### src/hw/rtl/spatial_grid_membership_table_macros.svh
// Assertion macros shared by the grid membership table RTL.
`ifndef SPATIAL_GRID_MEMBERSHIP_TABLE_MACROS_SVH
`define SPATIAL_GRID_MEMBERSHIP_TABLE_MACROS_SVH

// Antecedent implies consequent in the same cycle.
`define SGMT_ASSERT_IMPL(lbl, clk, rst_n, ante, cons, msg) \
    lbl: assert property (@(posedge clk) disable iff (!rst_n) (ante) |-> (cons)) \
        else $error(msg);

// Antecedent implies consequent in the next cycle.
`define SGMT_ASSERT_NEXT(lbl, clk, rst_n, ante, cons, msg) \
    lbl: assert property (@(posedge clk) disable iff (!rst_n) (ante) |=> (cons)) \
        else $error(msg);

`endif

### src/hw/rtl/sgmt_pkg.sv
// Shared types and constants of the grid membership table.
`default_nettype none

package sgmt_pkg;

    localparam int CIDX_W    = 8;
    localparam int CADDR_W   = 20;
    localparam int CFG_W     = 16;
    localparam int CFG_IDX_W = 2;
    localparam int POS_W     = 20;
    localparam int ID_W      = 32;
    localparam int IDX_W     = 17;
    localparam int CNT_W     = 12;
    localparam int QDEPTH    = 4;
    localparam int QPTR_W    = 2;
    localparam int QCNT_W    = 3;

    localparam logic [1:0] CMD_ADD    = 2'd0;
    localparam logic [1:0] CMD_REMOVE = 2'd1;
    localparam logic [1:0] CMD_MOVE   = 2'd2;

    localparam logic [1:0] STAT_OK      = 2'd0;
    localparam logic [1:0] STAT_FULL    = 2'd1;
    localparam logic [1:0] STAT_MISSING = 2'd2;
    localparam logic [1:0] STAT_IGNORED = 2'd3;

    localparam logic [7:0] NO_TEAM = 8'd255;

    localparam logic [CFG_IDX_W-1:0] REG_RECIP_X  = 2'd0;
    localparam logic [CFG_IDX_W-1:0] REG_RECIP_Z  = 2'd1;
    localparam logic [CFG_IDX_W-1:0] REG_ACROSS   = 2'd2;
    localparam logic [CFG_IDX_W-1:0] REG_DOWN     = 2'd3;

    localparam logic [2:0] K_NOP  = 3'd0;
    localparam logic [2:0] K_IGN  = 3'd1;
    localparam logic [2:0] K_ADD  = 3'd2;
    localparam logic [2:0] K_REM  = 3'd3;
    localparam logic [2:0] K_MOVE = 3'd4;

    typedef struct packed {
        logic [15:0] recip_x;
        logic [15:0] recip_z;
        logic [5:0]  across;
        logic [5:0]  down;
    } t_grid_cfg;

    typedef struct packed {
        logic [CIDX_W-1:0]  x0;
        logic [CIDX_W-1:0]  x1;
        logic [CIDX_W-1:0]  z0;
        logic [CIDX_W-1:0]  z1;
        logic               empty;
        logic [CADDR_W-1:0] start;
    } t_span;

    typedef struct packed {
        logic [2:0]      kind;
        logic [ID_W-1:0] id;
        t_span           a;
        t_span           b;
    } t_job;

endpackage

`default_nettype wire

### src/hw/rtl/sgmt_queue.sv
// Short job queue between the front end and the cell engine.
`default_nettype none

module sgmt_queue (
    input  logic           i_clk,
    input  logic           i_rst_n,
    input  logic           i_push,
    input  sgmt_pkg::t_job i_job,
    output logic           o_full,
    output logic           o_valid,
    output sgmt_pkg::t_job o_job,
    input  logic           i_pop
);
    import sgmt_pkg::*;

`include "spatial_grid_membership_table_macros.svh"

    t_job              r_mem [QDEPTH];
    logic [QPTR_W-1:0] r_wp, r_rp;
    logic [QCNT_W-1:0] r_count;

    assign o_full  = (r_count == QCNT_W'(QDEPTH));
    assign o_valid = (r_count != '0);
    assign o_job   = r_mem[r_rp];

    always_ff @(posedge i_clk) begin
        if (!i_rst_n) begin
            r_wp    <= '0;
            r_rp    <= '0;
            r_count <= '0;
        end else begin
            if (i_push) begin
                r_wp <= r_wp + 1'b1;
            end
            if (i_pop) begin
                r_rp <= r_rp + 1'b1;
            end
            if (i_push && !i_pop) begin
                r_count <= r_count + 1'b1;
            end else if (i_pop && !i_push) begin
                r_count <= r_count - 1'b1;
            end
        end
    end

    always_ff @(posedge i_clk) begin
        if (i_push) begin
            r_mem[r_wp] <= i_job;
        end
    end

    `SGMT_ASSERT_IMPL(a_q_no_overflow, i_clk, i_rst_n, i_push, !o_full, "push into full queue")
    `SGMT_ASSERT_IMPL(a_q_no_underflow, i_clk, i_rst_n, i_pop, o_valid, "pop from empty queue")
    `SGMT_ASSERT_NEXT(a_q_count_up, i_clk, i_rst_n, i_push && !i_pop, r_count == $past(r_count) + 1'b1, "queue count did not rise")

endmodule

`default_nettype wire

### config.mk
export PLATFORM = sky130hd
export DESIGN_NAME = sgmt_queue
export DESIGN_NICKNAME = d
export VERILOG_FILES = /design/src/hw/rtl/sgmt_pkg.sv /design/src/hw/rtl/sgmt_queue.sv
export VERILOG_INCLUDE_DIRS = /design/src /design/src/hw/rtl
export SDC_FILE = /design/constraint.sdc
export NUM_CORES = 1
export LEC_CHECK = 0
export CORE_MARGIN = 10
export CORE_UTILIZATION = 30
export DETAILED_ROUTE_END_ITERATION = 8
export DONT_BUFFER_PORTS = 1
export GPL_TIMING_DRIVEN = 0
export PLACE_DENSITY = 0.42
export SETUP_SLACK_MARGIN = 0.05
export SYNTH_ARGS = -nofsm -noshare
export SYNTH_HDL_FRONTEND = slang
export SYNTH_SLANG_ARGS = --single-unit
export TNS_END_PERCENT = 30
### constraint.sdc
create_clock -name i_clk -period 5.4 [get_ports i_clk]
set_input_delay 1.08 -clock i_clk [delete_from_list [all_inputs] [get_ports i_clk]]
set_output_delay 1.08 -clock i_clk [all_outputs]
set_load 0.02 [all_outputs]
-- Word-level counts from Yosys, hierarchy flattened
Memories as Yosys holds them, arrays and structs flattened. A register that Yosys moved wholly into a read port is not among the register bits.
Index checks and enable logic that the tools add are counted.
- add/sub/neg operators: 4
- $mul: 0
- divide/modulo/power cells: 0
- $lt $le $gt $ge: 0
- equality and inequality tests: 1
- shift-type cells: 0
- multiplexer cells: 6
- bitwise operators: 0
- reductions and logical operators: 6
- operators with widths (operator ; number):
    3-bit two-way mux ; 2
    2-bit by 1-bit adder with 2-bit output (second input constant) ; 2
    2-bit two-way mux ; 2
    3-bit by 1-bit adder with 3-bit output (second input constant) ; 1
    3-bit == test (second input constant) ; 1
    3-bit nonzero test ; 1
    3-bit by 1-bit subtractor with 3-bit output (second input constant) ; 1
    1-bit logical AND ; 2
    1-bit zero test ; 2
    1-bit two-way mux ; 2
    2-bit nonzero test ; 1
- bits in registers: 7
- latch bits: 0
- memory bits (writable): 564
- bits in read-only memories: 0
- bits of input ports: 145
- output and inout port bits: 143
- logic and storage cells: 21
- memories: 1
- memories (name ; words ; width ; rd ports ; clocked after memory_dff ; write ports ; RTL line ; text):
    r_mem ; 4 ; 141 ; 1 ; 1 ; 1 ; sgmt_queue.sv:18 ; t_job r_mem [QDEPTH];

-- Longest topological paths before layout
- depth in word-level cells: 4
- gate-level depth with buffers: 7
- gate-level depth less buffers: 7

-- Worst setup path before layout
Ideal clock, no wire load.
- path kind: input to register
- from: input i_push
- to: memory r_mem[0][0] (netlist bit) (enable)
- setup time: 517 ps
- arrival: 4303 ps
- required time: 4883 ps
- setup slack: 581 ps
- cell stages on the path: 1
- buffers on the path: 0
- path through: and2_1
- cells in the longest elaborated chain, start to end: 2
- RTL lines (what ; RTL line ; text):
    start, declared ; sgmt_queue.sv:7 ; input logic i_push,
    1-bit two-way mux ; sgmt_queue.sv:47 ; if (i_push) begin
    1-bit two-way mux (implied by the code) ; sgmt_queue.sv:48 ; r_mem[r_wp] <= i_job;
    end, declared ; sgmt_queue.sv:18 ;
Every way passes these cells.

==> out/results.txt <==
DIE AREA - 80,180 sq um
Count leader, synth - edfxtp_1
Post_cts resized - 0
Unrepaired setup endpoints after global routing - no
Number of port buffers - 0
Synth Area per Inst - 26.63 sq um
Starting Density - 0.3029
Post-CTS Setup Inserts - 0
HP Start - r_count[2]
Initial DRT Pass Iterations - 4
Final Instance Count excl. Fillers - 1,843
CP most frequent cell - buf_2
Largest delay share family, worst path - buffers and inverters
Lkg Pwr - 0.007472 uW
Clock transition at the registers of the reported paths - 60 ps
Crit. End Element - output port
Largest net degree at the start of global routing - 52
CTS Root Cell - clkbuf_16
Post-synth EDFFs - 564
Row count - 96
Max Cap Violations - 0
Synth cell types - 20
Routability cong. - 0.6243
H-tree Lvls - 3
Mapped Nets - 931
Critical Path RT - 4320 ps
Later-pin clock latency in the skew report - 590 ps
Setup Crit Path Kind - flop to output port
Cell Chain, Critical Path - buf_2 > buf_2 > buf_2 > mux4_2
Area Growth Syn to Fin - 17.25%
Switching share of power - 0.2332
Via Count - 8,418
Worst path bufs/invs - 3
Post-synthesis async set-or-reset flop share - 0
IO Pins - 288
Layout cells sized above 1 - 0.2993
Hold buffers post-CTS - 0
DRT iter0 DRCs - 469
Slew margin rel. - 0.3327
Peak VDD IR - 0.2472 mV
Fin Clk Skew - 13.05 ps
Antenna Nets Post-Route - 0
Reg-to-reg startpoint - r_wp[0]
Clock Path Buffers - 3
Die Ht - 283.2 um
Post-synth top cells - edfxtp_1, mux4_2, buf_2
Worst slew pin tran - 998.8 ps
Die W - 283.2 um
Sequential share of the synthesized area - 0.8239
Final hold vios - 0
CP Launch Type - flop
Final slew viol count - 0
Largest fanout on the critical path - 10
Grt ovf - 0
CP arrival - 2490 ps
Routed WL per cell - 26.05 um
Num Clock Sinks - 573
Post-synth top flop - edfxtp_1
Synth area leaders - edfxtp_1, mux4_2, dfxtp_1
Clk pwr share - 0.413
Vias per cell - 4.568
Antenna fix cells - 0
Final Cycle Share - 0.6602
Outcome - finished, final reports clean
Dpl cells - 1,724
Gr usage total - 0.1183
Fmax achieved - 0.2805 GHz
Core ar. - 68,590 sq um
Remaining design rule violation count - 0
Post-synthesis sequential element count - 573
Top-area cell type share of the netlist area - 0.8152
Vias in the first global route - 9,030
Final core occ - 0.3552
Mapped Area - 20,770 sq um
DPL Wire Length - 30.33 mm
Cell accounting for the most synthesized area - edfxtp_1
Post-layout min period - 3565 ps
Final wirelength - 48.01 mm
Reg2Reg Setup Slack - 3300 ps
Switching Power - 2418 uW
PwrDens - 425.7 nW/um^2
Final #Nets - 1,014
Critical-path top delay cell - mux4_2
Sequential group share of total power - 0.497
Comb power frac - 0.090
CTS Buf Count - 68
Final setup fails - 0
Synthesis Warnings - 0
TritonCTS clock tree - done
Initial antenna violation count - 1
Crit-path max cell delay - 500 ps
Pint - 7951 uW
First-pass GRT wire length - 69.03 mm
Synthesized instance count - 780
Hold Crit Class - flop to flop
[per-stage QoR]
stage / power (uW) / hold slack, ps / worst slack [ps] / instance area (sq um) / TNS, ps
floorplan: 5951 / 467.4 / 580.6 / 20770 / 0
global placement: 6247 / 490.5 / -2916 / 21940 / -1583410
detailed placement: 6227 / 506.6 / 2294 / 22280 / 0
CTS: 10600 / 518.2 / 1638 / 24360 / 0
global route: 10780 / 538.1 / 1661 / 24360 / 0
finish: 10370 / 504.3 / 1835 / 24360 / 0
[sequential cells by signal, summed over array words and instances, names as in the netlist, named ones only]
name / cells
r_count: 3
r_rp: 2
r_mem: 564
r_wp: 2
[cells by family after synthesis]
kind of cell | Yosys count | synth area share
xor gates and xnor gates | 5 | 0.002108
buffers and inverters | 36 | 0.01114
muxes | 143 | 0.1538
adders and majority gates | 6 | 0.003975
and+or+nand+nor | 15 | 0.004456
AOI/OAI and AO/OA | 2 | 0.0006022
DFF | 573 | 0.8239
[area by class of cell]
type                    count  area [sq um]
inverters                   4         15.01
well taps                 931          1165
clock buffers              90          1858
multi-input cells         171          3437
repair buffers             13         327.8
fillers                  6317         44230
flip-flops and latches    573         17120
plain buffers              32         216.5
clock inverters            29         222.7
[tightest hold or removal path, cell delays in order (launching register included)]
cell and delay (ps):
dfxtp_1 310, o21ai_0 70, a21boi_0 70
[final timing paths]
check / endpoint / cells past startpoint
hold / removal: r_count[2] / 2
setup / recovery: o_job[95] / 4
setup reg to reg: r_mem[2][48] / 5
hold reg to reg: r_count[2] / 2
[power by group through the flow]
stage                     combinational [uW]  clock [uW]  sequential [uW]
after floorplan                          688           0             5260
after global placement                   940           0             5310
after detailed placement                 976           0             5250
after CTS                                978        4460             5160
after global routing                     995        4620             5170
final                                    931        4280             5160
[layer usage]
layer | routed length (um) | track usage | up-vias
met5 | 0 | 0.003045 | -
met2 | 23640 | 0.1908 | 261
met3 | 4680 | 0.05475 | 80
met1 | 18390 | 0.1373 | 4521
li1 | - | - | 3556
met4 | 1305 | 0.04096 | 0
[layout by cell type, fill, tap and decap left out]
cell type	Yosys	final
a21boi_0	1	1
and2_1	9	5
and2_4	0	4
buf_12	0	4
buf_16	0	9
buf_2	16	16
buf_6	10	10
bufinv_16	0	2
clkbuf_1	5	23
clkbuf_16	0	71
clkbuf_2	1	1
clkbuf_8	0	1
clkinv_1	0	13
clkinv_2	0	7
clkinv_8	0	2
dfxtp_1	9	9
edfxtp_1	564	564
fa_1	1	1
ha_1	5	5
inv_1	4	4
inv_6	0	4
inv_8	0	1
mux2i_1	2	2
mux4_2	141	141
nand2_1	1	1
nor2b_1	2	2
nor3b_1	1	1
o21ai_0	1	1
or3_1	2	2
xnor2_1	2	2
xor2_1	3	3
Note: power is estimated with default switching activity, not from simulation.
